### src/hdl/rdc_pkg.sv
// Shared types and constants for the radix digit converter.
// No dependencies; imported by rdc_ctrl, rdc_datapath and radix_digit_converter.
package rdc_pkg;

    // Field widths
    localparam int IN_W    = 31;            // digits_in / digits_out
    localparam int TDATA_W = 32;            // stream data, padded to whole bytes
    localparam int RADIX_W = 5;             // in_base / out_base registers
    localparam int REM_W   = RADIX_W - 1;   // remainder of a divide by a radix <= 16

    localparam logic [IN_W-1:0] VAL_MAX = 31'h7FFF_FFFF;

    // Decimal digit handling on the input side
    localparam int BCD_DIGITS    = 10;      // decimal digits in a 31-bit value
    localparam int BCD_W         = 4 * BCD_DIGITS;
    localparam int MAX_DIGITS    = 10;      // least significant digits that are read
    localparam int HORNER_DIGITS = (MAX_DIGITS < BCD_DIGITS) ? MAX_DIGITS : BCD_DIGITS;
    localparam int IDX_W         = $clog2(BCD_DIGITS);

    // Intermediate value: below 16^10
    localparam int VAL_W   = 40;
    localparam int DIV_BITS = 8;                    // long-division bits per cycle
    localparam int DIV_CYC  = VAL_W / DIV_BITS;

    // Output side: ten decimal places can carry weight, 10^9 fits in 30 bits
    localparam int OUT_DIGITS = 10;
    localparam int POS_W      = $clog2(OUT_DIGITS);
    localparam int PW_W       = 30;
    localparam int ACC_W      = 35;

    localparam int CNT_W = 5;               // covers IN_W-1 shift steps

    // Configuration register indexes
    localparam int CFG_IDX_W = 2;
    localparam logic [CFG_IDX_W-1:0] REG_IN_BASE  = 2'd0;
    localparam logic [CFG_IDX_W-1:0] REG_OUT_BASE = 2'd1;

    localparam logic [RADIX_W-1:0] IN_BASE_RST  = 5'd10;
    localparam logic [RADIX_W-1:0] OUT_BASE_RST = 5'd2;
    localparam logic [RADIX_W-1:0] RADIX_MIN    = 5'd2;
    localparam logic [RADIX_W-1:0] RADIX_MAX    = 5'd16;

    // Controller -> datapath commands
    typedef struct packed {
        logic             load;         // capture input, clear working registers
        logic             bcd_step;     // one double-dabble shift
        logic             horner_step;  // value = value * in_base + digit
        logic [IDX_W-1:0] digit_idx;    // decimal digit used by horner_step
        logic             div_step;     // DIV_BITS long-division steps by out_base
        logic             acc_step;     // fold remainder into the decimal result
        logic             ovf_chk;      // quotient left after the last place -> overflow
        logic             out_load;     // load the output register
    } rdc_cmd_t;

    // Datapath -> controller status
    typedef struct packed {
        logic value_zero;
    } rdc_status_t;

    function automatic logic [RADIX_W-1:0] clamp_radix(input logic [RADIX_W-1:0] r);
        logic [RADIX_W-1:0] res;
        res = r;
        if (r < RADIX_MIN)
        begin
            res = RADIX_MIN;
        end
        else if (r > RADIX_MAX)
        begin
            res = RADIX_MAX;
        end
        return res;
    endfunction

endpackage

### src/hdl/rdc_ctrl.sv
// Sequencing state machine for the radix digit converter.
// Depends on rdc_pkg (command/status types, step counts).
module rdc_ctrl
    import rdc_pkg::*;
(
    input  logic        clk,
    input  logic        rst_n,
    input  logic        in_valid,
    output logic        in_ready,
    output logic        out_valid,
    input  logic        out_ready,
    input  rdc_status_t status,
    output rdc_cmd_t    cmd
);

    typedef enum logic [5:0] {
        S_IDLE   = 6'b000001,
        S_BCD    = 6'b000010,
        S_HORNER = 6'b000100,
        S_DIV    = 6'b001000,
        S_ACC    = 6'b010000,
        S_DONE   = 6'b100000
    } state_t;

    state_t            state_reg, state_next;
    logic [CNT_W-1:0]  cnt_reg, cnt_next;
    logic [POS_W-1:0]  pos_reg, pos_next;
    logic              out_valid_reg, out_valid_next;
    logic              out_free;

    assign in_ready  = (state_reg == S_IDLE);
    assign out_valid = out_valid_reg;
    assign out_free  = !out_valid_reg || out_ready;

    always_comb
    begin
        state_next     = state_reg;
        cnt_next       = cnt_reg;
        pos_next       = pos_reg;
        out_valid_next = out_valid_reg;
        cmd            = '0;
        cmd.digit_idx  = cnt_reg[IDX_W-1:0];

        if (out_valid_reg && out_ready)
        begin
            out_valid_next = 1'b0;
        end

        case (state_reg)
            S_IDLE:
            begin
                if (in_valid)
                begin
                    cmd.load   = 1'b1;
                    cnt_next   = '0;
                    state_next = S_BCD;
                end
            end
            S_BCD:
            begin
                cmd.bcd_step = 1'b1;
                if (cnt_reg == CNT_W'(IN_W - 1))
                begin
                    cnt_next   = CNT_W'(HORNER_DIGITS - 1);
                    state_next = S_HORNER;
                end
                else
                begin
                    cnt_next = cnt_reg + CNT_W'(1);
                end
            end
            S_HORNER:
            begin
                cmd.horner_step = 1'b1;
                if (cnt_reg == '0)
                begin
                    pos_next   = '0;
                    state_next = S_DIV;
                end
                else
                begin
                    cnt_next = cnt_reg - CNT_W'(1);
                end
            end
            S_DIV:
            begin
                cmd.div_step = 1'b1;
                if (cnt_reg == CNT_W'(DIV_CYC - 1))
                begin
                    cnt_next   = '0;
                    state_next = S_ACC;
                end
                else
                begin
                    cnt_next = cnt_reg + CNT_W'(1);
                end
            end
            S_ACC:
            begin
                // value now holds the quotient; remainder is this place's digit
                cmd.acc_step = 1'b1;
                if (pos_reg == POS_W'(OUT_DIGITS - 1))
                begin
                    cmd.ovf_chk = 1'b1;
                    state_next  = S_DONE;
                end
                else if (status.value_zero)
                begin
                    state_next = S_DONE;
                end
                else
                begin
                    pos_next   = pos_reg + POS_W'(1);
                    state_next = S_DIV;
                end
            end
            S_DONE:
            begin
                if (out_free)
                begin
                    cmd.out_load   = 1'b1;
                    out_valid_next = 1'b1;
                    state_next     = S_IDLE;
                end
            end
            default:
            begin
                state_next = S_IDLE;
            end
        endcase
    end

    always_ff @(posedge clk or negedge rst_n)
    begin
        if (!rst_n)
        begin
            state_reg     <= S_IDLE;
            cnt_reg       <= '0;
            pos_reg       <= '0;
            out_valid_reg <= 1'b0;
        end
        else
        begin
            state_reg     <= state_next;
            cnt_reg       <= cnt_next;
            pos_reg       <= pos_next;
            out_valid_reg <= out_valid_next;
        end
    end

endmodule

### src/hdl/rdc_datapath.sv
// Arithmetic for the radix digit converter: binary-to-BCD, Horner accumulate,
// long division by the output radix, decimal repacking. Depends on rdc_pkg.
module rdc_datapath
    import rdc_pkg::*;
(
    input  logic               clk,
    input  rdc_cmd_t           cmd,
    input  logic [IN_W-1:0]    digits_in,
    input  logic [RADIX_W-1:0] in_radix,
    input  logic [RADIX_W-1:0] out_radix,
    output rdc_status_t        status,
    output logic [IN_W-1:0]    digits_out,
    output logic               overflow
);

    logic [IN_W-1:0]    bin_reg;
    logic [BCD_W-1:0]   bcd_reg;
    logic [VAL_W-1:0]   value_reg;
    logic [REM_W-1:0]   rem_reg;
    logic [ACC_W-1:0]   acc_reg;
    logic [PW_W-1:0]    pw_reg;
    logic               ovf_reg;
    logic [IN_W-1:0]    digits_out_reg;
    logic               overflow_reg;

    logic [BCD_W-1:0]           bcd_adj;
    logic [VAL_W+RADIX_W-1:0]   horner_prod;
    logic [VAL_W-1:0]           horner_next;
    logic [VAL_W-1:0]           div_val;
    logic [REM_W-1:0]           div_rem;
    logic [RADIX_W-1:0]         div_try;
    logic [REM_W+PW_W-1:0]      acc_prod;
    logic                       ovf_final;

    // double dabble: add 3 to every digit of five or more before the shift
    always_comb
    begin
        bcd_adj = bcd_reg;
        for (int i = 0; i < BCD_DIGITS; i++)
        begin
            if (bcd_reg[4*i +: 4] >= 4'd5)
            begin
                bcd_adj[4*i +: 4] = bcd_reg[4*i +: 4] + 4'd3;
            end
        end
    end

    assign horner_prod = (VAL_W+RADIX_W)'(value_reg) * (VAL_W+RADIX_W)'(in_radix);
    assign horner_next = horner_prod[VAL_W-1:0]
                       + VAL_W'(bcd_reg[4*cmd.digit_idx +: 4]);

    // restoring division, DIV_BITS quotient bits per cycle, MSB first
    always_comb
    begin
        div_val = value_reg;
        div_rem = rem_reg;
        div_try = '0;
        for (int i = 0; i < DIV_BITS; i++)
        begin
            div_try = {div_rem, div_val[VAL_W-1]};
            div_val = {div_val[VAL_W-2:0], 1'b0};
            if (div_try >= out_radix)
            begin
                div_try    = div_try - out_radix;
                div_val[0] = 1'b1;
            end
            div_rem = div_try[REM_W-1:0];
        end
    end

    assign acc_prod  = (REM_W+PW_W)'(rem_reg) * (REM_W+PW_W)'(pw_reg);
    assign ovf_final = ovf_reg || (acc_reg > ACC_W'(VAL_MAX));

    always_ff @(posedge clk)
    begin
        if (cmd.load)
        begin
            bin_reg   <= digits_in;
            bcd_reg   <= '0;
            value_reg <= '0;
            rem_reg   <= '0;
            acc_reg   <= '0;
            pw_reg    <= PW_W'(1);
            ovf_reg   <= 1'b0;
        end
        if (cmd.bcd_step)
        begin
            bcd_reg <= {bcd_adj[BCD_W-2:0], bin_reg[IN_W-1]};
            bin_reg <= {bin_reg[IN_W-2:0], 1'b0};
        end
        if (cmd.horner_step)
        begin
            value_reg <= horner_next;
        end
        if (cmd.div_step)
        begin
            value_reg <= div_val;
            rem_reg   <= div_rem;
        end
        if (cmd.acc_step)
        begin
            acc_reg <= acc_reg + ACC_W'(acc_prod);
            pw_reg  <= PW_W'({pw_reg, 3'b000}) + PW_W'({pw_reg, 1'b0});
            rem_reg <= '0;
        end
        if (cmd.ovf_chk)
        begin
            // a nonzero digit beyond the tenth decimal place cannot be held
            ovf_reg <= (value_reg != '0);
        end
        if (cmd.out_load)
        begin
            digits_out_reg <= ovf_final ? VAL_MAX : acc_reg[IN_W-1:0];
            overflow_reg   <= ovf_final;
        end
    end

    assign status.value_zero = (value_reg == '0);
    assign digits_out        = digits_out_reg;
    assign overflow          = overflow_reg;

endmodule

### src/hdl/radix_digit_converter.sv
// Radix digit converter: reads the decimal digits of a 31-bit input as digits of
// in_base, then writes the value's out_base digits as decimal places of the result.
// Depends on rdc_pkg, rdc_ctrl and rdc_datapath.
//
// One item is converted at a time. After an input transfer the block turns the
// input into decimal digits (double dabble, one bit a cycle), forms the value by
// Horner steps in in_base, then for each output place runs a 40-bit long
// division by out_base at 8 bits a cycle and a step that folds the digit into
// the decimal result. Conversion stops when the quotient reaches zero or after
// ten places. The result sits in an output register, so the next input is
// taken while it waits; a new result waits for that register to drain. Digits
// of the input at or above in_base are not rejected and just add their weight.
// Radix register values below 2 act as 2, above 16 as 16. A result above
// 2^31-1 gives 2^31-1 with tuser (overflow) set. Configuration writes are
// accepted every cycle (cfg_ready is tied high) and must only occur while the
// block is idle; an index past the register list is ignored.
module radix_digit_converter
    import rdc_pkg::*;
(
    input  logic                 clk,
    input  logic                 rst_n,

    // input stream
    input  logic                 s_axis_tvalid,
    output logic                 s_axis_tready,
    input  logic [TDATA_W-1:0]   s_axis_tdata,   // [30:0] digits_in, [31] unused

    // result stream
    output logic                 m_axis_tvalid,
    input  logic                 m_axis_tready,
    output logic [TDATA_W-1:0]   m_axis_tdata,   // [30:0] digits_out, [31] zero
    output logic [0:0]           m_axis_tuser,   // [0] overflow

    // configuration write channel
    input  logic                 cfg_valid,
    output logic                 cfg_ready,
    input  logic [CFG_IDX_W-1:0] cfg_index,      // 0: in_base, 1: out_base
    input  logic [RADIX_W-1:0]   cfg_data
);

    logic [RADIX_W-1:0] in_base_reg;
    logic [RADIX_W-1:0] out_base_reg;
    logic [RADIX_W-1:0] in_radix;
    logic [RADIX_W-1:0] out_radix;

    rdc_cmd_t           cmd;
    rdc_status_t        status;
    logic [IN_W-1:0]    digits_out;
    logic               overflow;

    // config registers; written only while idle by the user, not enforced here
    assign cfg_ready = 1'b1;

    always_ff @(posedge clk or negedge rst_n)
    begin
        if (!rst_n)
        begin
            in_base_reg  <= IN_BASE_RST;
            out_base_reg <= OUT_BASE_RST;
        end
        else if (cfg_valid && cfg_ready)
        begin
            case (cfg_index)
                REG_IN_BASE:  in_base_reg  <= cfg_data;
                REG_OUT_BASE: out_base_reg <= cfg_data;
                default:
                begin
                end
            endcase
        end
    end

    assign in_radix  = clamp_radix(in_base_reg);
    assign out_radix = clamp_radix(out_base_reg);

    rdc_ctrl u_ctrl (
        .clk       (clk),
        .rst_n     (rst_n),
        .in_valid  (s_axis_tvalid),
        .in_ready  (s_axis_tready),
        .out_valid (m_axis_tvalid),
        .out_ready (m_axis_tready),
        .status    (status),
        .cmd       (cmd)
    );

    rdc_datapath u_datapath (
        .clk        (clk),
        .cmd        (cmd),
        .digits_in  (s_axis_tdata[IN_W-1:0]),
        .in_radix   (in_radix),
        .out_radix  (out_radix),
        .status     (status),
        .digits_out (digits_out),
        .overflow   (overflow)
    );

    assign m_axis_tdata    = {{(TDATA_W-IN_W){1'b0}}, digits_out};
    assign m_axis_tuser[0] = overflow;

    // ---------------------------------------------------------------
    // Assertions
    // ---------------------------------------------------------------

    // one item in flight: no second input transfer right after the first
    a_one_in_flight: assert property (@(posedge clk) disable iff (!rst_n)
        (s_axis_tvalid && s_axis_tready) |=> !s_axis_tready)
        else $error("input taken while a conversion is running");

    // saturation: an overflowed result reads as the maximum
    a_sat_on_ovf: assert property (@(posedge clk) disable iff (!rst_n)
        (m_axis_tvalid && m_axis_tuser[0]) |-> (m_axis_tdata[IN_W-1:0] == VAL_MAX))
        else $error("overflow flagged without saturated result");

    // clamped radices always in 2..16
    a_radix_range: assert property (@(posedge clk) disable iff (!rst_n)
        (in_radix >= RADIX_MIN) && (in_radix <= RADIX_MAX)
        && (out_radix >= RADIX_MIN) && (out_radix <= RADIX_MAX))
        else $error("radix out of range after clamp");

endmodule
### config.mk
export PLATFORM = sky130hd
export DESIGN_NAME = radix_digit_converter
export DESIGN_NICKNAME = d
export VERILOG_FILES = /design/src/hdl/rdc_pkg.sv /design/src/hdl/rdc_ctrl.sv /design/src/hdl/rdc_datapath.sv /design/src/hdl/radix_digit_converter.sv
export SDC_FILE = /design/constraint.sdc
export NUM_CORES = 1
export LEC_CHECK = 0
export ABC_AREA = 1
export BUFFER_PORTS_ARGS = -buffer_cell sky130_fd_sc_hd__buf_2
export CORE_MARGIN = 2
export CORE_UTILIZATION = 65
export CTS_BUF_LIST = sky130_fd_sc_hd__clkbuf_8
export CTS_CLUSTER_SIZE = 14
export DETAILED_ROUTE_END_ITERATION = 8
export PLACE_DENSITY = 0.83
export SYNTH_ARGS = -nofsm -noshare
export SYNTH_HDL_FRONTEND = slang
export SYNTH_HIERARCHICAL = 1
export SYNTH_SLANG_ARGS = --single-unit
### constraint.sdc
create_clock -name clk -period 12.6 [get_ports clk]
set_clock_uncertainty 0.15 [all_clocks]
set_input_delay 1.26 -clock clk [delete_from_list [all_inputs] [get_ports clk]]
set_output_delay 1.26 -clock clk [all_outputs]
set_load 0.03 [all_outputs]
==> results.json, run 1 <==
{
  "status": "complete, no violations",
  "drv_slew": 0,
  "startpoint_type": "register",
  "cts_buffer_depth": 3,
  "clock_sinks": 239,
  "synth_top_area_cell": "edfxtp_1",
  "clk_pin_slew_ns": 0.06,
  "crit_top_cell": "nand2_1",
  "cp_max_fo": 9,
  "slew_headroom": 0.286,
  "slowest_stage": "dfstp_2",
  "wl_met3_um": 4790,
  "crit_path_max_incr_delay_ns": 0.54,
  "drive_above_1_share": 0.0726,
  "required_ns": 13.01,
  "ys_ff_latch": 239,
  "postCtsHoldBufs": 0,
  "hpwl_um": 49700,
  "synth_cells": 3614,
  "drt-met1-wl_um": 28400,
  "synth_edf_count": 208,
  "fin_nets": 4138,
  "ant_nets": 0,
  "wl_met2_um": 29600,
  "fin_tns_setup_ns": 0,
  "holdCritPathClass": "register to register",
  "yosysTopAreaCellShare": 0.234,
  "cts-root-buf": "clkbuf_8",
  "drt_wl_total_um": 65200,
  "path_class": "register to register",
  "critPathLaunch": "out_base_reg[1]",
  "synth_area_leaders": "edfxtp_1, fa_1, nand2_1",
  "utilization": 0.699,
  "cts_made_buffers": 44,
  "worst_slew_pin_slew_ns": 1.07,
  "grt_use_total": 0.317,
  "grt-ovfl-total": 0,
  "cts_setup_buffers": 0,
  "num_rows": 74,
  "reg2reg_depth": 69,
  "vias": 23286,
  "crit_family": "simple AND/OR/NAND/NOR gates",
  "drc_errors": 0,
  "cts_resized": 0,
  "first_global_vias": 22925,
  "ys_warn_count": 6,
  "routedWlPerCell_um": 15.4,
  "rsz0062_at_grt": "no",
  "drtIter0Drc": 2106,
  "dpl_cell_area_mm2": 0.0276,
  "die_y_um": 207,
  "layout_min_cycle_time_ns": 11.44,
  "period_share": 0.908,
  "ios": 80,
  "crit_buf_inv": 13,
  "clock_latency_ns": 0.62,
  "critPathCaptureType": "register",
  "reg2reg_slack_ns": 1.16,
  "avgSynthCellArea_um2": 7.38,
  "arrival_ns": 11.85,
  "fmax_ghz": 0.0874,
  "grt_pass1_wl_um": 108000,
  "post-route-cell-area_mm2": 0.0284,
  "area.growth.synth_to_final_pct": 6.48,
  "dieArea_mm2": 0.0427,
  "r2r_start": "out_base_reg[1]",
  "maxCapViolCount": 0,
  "grt_max_degree": 71,
  "grt_antenna_before_repair": 1,
  "ys.flop_type": "edfxtp_1",
  "die_w_um": 207,
  "h-tree-depth": 2,
  "cts_tree": "yes",
  "r2r-end": "u_datapath/rem_reg[0]",
  "setup_viol_count_final": 0,
  "hold_violations": 0,
  "vias_per_cell": 5.50,
  "io_buffers": 76,
  "synth_nets": 4077,
  "routabilityCongestion": 0.997,
  "cp.depth": 69,
  "crit_end": "u_datapath/rem_reg[0]",
  "yosysSeqAreaShare": 0.263,
  "drtPass1Iterations": 6,
  "core_region_area_mm2": 0.0406,
  "n_antenna_cell": 0,
  "ys_types": 52,
  "synthArstFlopShare": 0.109,
  "syn-cell-area_mm2": 0.0267,
  "routed.top_layer": "met4",
  "start_util": 0.656
}
-- worst min-delay path by stage --
stage | cells past startpoint | slack, ns | startpoint | endpoint
detailed placement | 2 | 0.31 | in_base_reg[3] | in_base_reg[3]
finish | 2 | 0.32 | in_base_reg[1] | in_base_reg[1]
floorplan | 2 | 0.29 | u_datapath/bin_reg[0] | u_datapath/bin_reg[0]
global placement | 2 | 0.30 | in_base_reg[3] | in_base_reg[3]
CTS | 2 | 0.32 | in_base_reg[1] | in_base_reg[1]
global route | 2 | 0.33 | in_base_reg[1] | in_base_reg[1]
-- layout make-up --
type                            instances  area [um2]
Fill cell                            3406       12200
Inverter                              672        2520
Sequential cell                       239        7000
Clock inverter                         31         230
Multi-Input combinational cell       2622       16800
Clock buffer                           44         606
Timing Repair Buffer                   96         531
Tap cell                              532         666
-- cell usage in the layout, fill, tap and decap left out, types with 38 or more instances in the layout --
| cell type | instances |
|---|---|
| clkbuf_8 | 44 |
| nor2_1 | 251 |
| a21oi_1 | 208 |
| buf_2 | 76 |
| or2_2 | 41 |
| inv_1 | 670 |
| edfxtp_1 | 208 |
| nand3_1 | 195 |
| nand4_1 | 38 |
| fa_1 | 206 |
| ha_1 | 213 |
| o21ai_0 | 135 |
| nand2_1 | 1094 |
-- cells in the mapped netlist, types with 6 or more instances --
cell      instances
a21o_1           14
a21oi_1         209
o21bai_1         20
edfxtp_1        208
nand2_1        1097
o21a_1           10
nor2_1          257
clkbuf_1         58
inv_2             9
buf_2             6
nand3_1         195
nand4_1          38
dfrtp_1          22
inv_1           658
xnor2_1          11
nor4_1           14
xor2_1           21
nand3b_1         11
nor2_2           13
ha_1            213
nand2_2          12
fa_1            206
o21ai_0         135
buf_4             8
or2_2            41
o21ai_1          12
and2_1            9
buf_1             9
nor3_1           18
-- tightest hold or removal path, cell delays in order, from the launching register on --
cell and delay, ns:
dfstp_2 0.37, nand2_1 0.05, nand2_1 0.04
-- per-stage QoR --
step	setup slack, ns	std cells	hold WS (ns)
2_1_floorplan	2.18	3614	0.291
3_3_place_gp	1.34	4161	0.301
3_5_place_dp	1.24	4161	0.311
4_1_cts	1.15	4236	0.320
5_1_grt	0.0717	4236	0.334
6_report	1.16	4236	0.320
-- metal layers --
metal  up-vias  GRT usage
met2       843      0.516
met5         -          0
met1     10747      0.420
met4         0      0.128
met3       170     0.0573
li1      11526          -
-- logic make-up after synthesis --
logic type / Yosys count / share of synthesized area
other: 2 / 0.000282
AO/OA/AOI/OAI: 435 / 0.0894
XOR/XNOR: 32 / 0.0105
adder cells (fa/ha/maj): 419 / 0.255
AND/OR/NAND/NOR: 1734 / 0.275
buffers and inverters: 753 / 0.107
flip-flops: 239 / 0.263
Power of run 1 is not shown: default switching activity piles up to over one toggle a cycle in this logic, so the estimate is an artifact.
==> run 2, diff against run 1 <==
--- a/config.mk
+++ b/config.mk
@@ -7,12 +7,15 @@
 export LEC_CHECK = 0
 export ABC_AREA = 1
 export BUFFER_PORTS_ARGS = -buffer_cell sky130_fd_sc_hd__buf_2
+export CELL_PAD_IN_SITES_DETAIL_PLACEMENT = 1
+export CELL_PAD_IN_SITES_GLOBAL_PLACEMENT = 1
 export CORE_MARGIN = 2
-export CORE_UTILIZATION = 65
+export CORE_UTILIZATION = 49
 export CTS_BUF_LIST = sky130_fd_sc_hd__clkbuf_8
 export CTS_CLUSTER_SIZE = 14
 export DETAILED_ROUTE_END_ITERATION = 8
-export PLACE_DENSITY = 0.83
+export PLACE_DENSITY_LB_ADDON = 0.1
+export REMOVE_ABC_BUFFERS = 1
 export SYNTH_ARGS = -nofsm -noshare
 export SYNTH_HDL_FRONTEND = slang
 export SYNTH_HIERARCHICAL = 1
==> results.json, run 2 (same netlist as run 1, synthesis figures left out) <==
{
  "worst_slew_pin_slew_ns": 1.19,
  "drt-met1-wl_um": 35800,
  "grt_use_total": 0.295,
  "post-route-cell-area_mm2": 0.0287,
  "status": "complete, no violations",
  "fmax_ghz": 0.0878,
  "drc_errors": 0,
  "r2r_start": "out_base_reg[2]",
  "dp_cells": 4325,
  "wl_met2_um": 40300,
  "startpoint_type": "register",
  "clk_pin_slew_ns": 0.05,
  "h-tree-depth": 2,
  "reg2reg_depth": 67,
  "cts_tree": "yes",
  "final_common_cell": "nand2_1",
  "holdCritPathClass": "register to register",
  "fin_nets": 4144,
  "hp-start": "in_base_reg[3]",
  "critPathCaptureType": "register",
  "core_region_area_mm2": 0.0538,
  "routed.top_layer": "met4",
  "r2r-end": "u_datapath/rem_reg[3]",
  "slowest_stage": "dfrtp_1",
  "layout_common_cells": "nand2_1, inv_1, nor2_1, ha_1, edfxtp_1",
  "slew_headroom": 0.198,
  "vias_per_cell": 5.44,
  "area.growth.synth_to_final_pct": 7.77,
  "cts-root-buf": "clkbuf_8",
  "ant_nets": 0,
  "start_util": 0.496,
  "grt_antenna_before_repair": 1,
  "die_w_um": 237,
  "min_to": "in_base_reg[3]",
  "dpl_cell_area_mm2": 0.0278,
  "grt_max_degree": 71,
  "stdcell_count": 4417,
  "routabilityCongestion": 0.905,
  "ios": 80,
  "postCtsHoldBufs": 0,
  "grt-ovfl-total": 0,
  "drtIter0Drc": 1227,
  "cts_made_buffers": 47,
  "setup_viol_count_final": 0,
  "hpwl_um": 63000,
  "drv_slew": 0,
  "rsz0062_at_grt": "no",
  "crit_family": "simple AND/OR/NAND/NOR gates",
  "first_global_vias": 26102,
  "drt_wl_total_um": 80900,
  "drtPass1Iterations": 5,
  "crit_buf_inv": 11,
  "vias": 24043,
  "path_class": "register to register",
  "period_share": 0.903,
  "cts_buffer_depth": 3,
  "grt_pass1_wl_um": 134000,
  "hold_violations": 0,
  "wl_met3_um": 2940,
  "required_ns": 12.98,
  "arrival_ns": 11.77,
  "die_y_um": 237,
  "dieArea_mm2": 0.0563,
  "fin_tns_setup_ns": 0,
  "hold_path_depth": 2,
  "reg2reg_slack_ns": 1.22,
  "cp_max_fo": 8,
  "maxCapViolCount": 0,
  "clock_sinks": 239,
  "crit_path_max_incr_delay_ns": 0.39,
  "routedWlPerCell_um": 18.3,
  "crit_top_cell": "nand2_1",
  "drive_above_1_share": 0.0785,
  "layout_min_cycle_time_ns": 11.38,
  "io_buffers": 76,
  "num_rows": 85,
  "clock_latency_ns": 0.65
}
## run 2: changes by cell type in the layout (fill, tap and decap cells not counted), sizes merged
cell    before  now
buf         96   99
bufinv       3    1
clkbuf      44   55
clkinv      17   20
diode        0    1
inv        682  683
## run 2: worst max path at each step
stage                          from                     to  cells past startpoint
global route        out_base_reg[2]  u_datapath/rem_reg[0]                     70
detailed placement  out_base_reg[1]  u_datapath/rem_reg[0]                     68
global placement    out_base_reg[1]  u_datapath/rem_reg[3]                     66
floorplan           out_base_reg[1]  u_datapath/rem_reg[2]                     65
CTS                 out_base_reg[1]  u_datapath/rem_reg[0]                     68
finish              out_base_reg[2]  u_datapath/rem_reg[3]                     67
## run 2: per-layer routing
metal  vias to the layer above  track usage
met5                         -            0
li1                      11530            -
met4                         0       0.0762
met2                       413        0.525
met1                     11968        0.382
met3                       132       0.0330
## run 2: tightest hold or removal path, cell delays in order (launching register included)
cell and delay, ns:
dfstp_2 0.36, nand2_1 0.06, nand2_1 0.04
## run 2: through the flow
step	setup slack, ns	util	hold WS (ns)
finish	1.22	0.534	0.319
global route	0.00924	0.534	0.349
CTS	0.792	0.533	0.325
detailed placement	0.839	0.516	0.317
global placement	1.46	0.516	0.300
floorplan	2.16	-	0.291
## run 2: what timing repair did
item | in CTS | in global routing
setup endpoints to repair | 0 | 5
endpoints found under the hold margin | 0 | 0
setup buffers | 0 | 3
gates resized for setup | 0 | 13
## run 2: final cells by class
class,count,area (um2)
inverter,672,2530
fill,6910,25100
timing repair buffer,99,553
antenna,1,2.50
multi-input combinational,2622,16900
sequential,239,7000
clock buffer,55,757
clock inverter,33,175
tap,696,871
Power of run 2 is left out for the same reason.
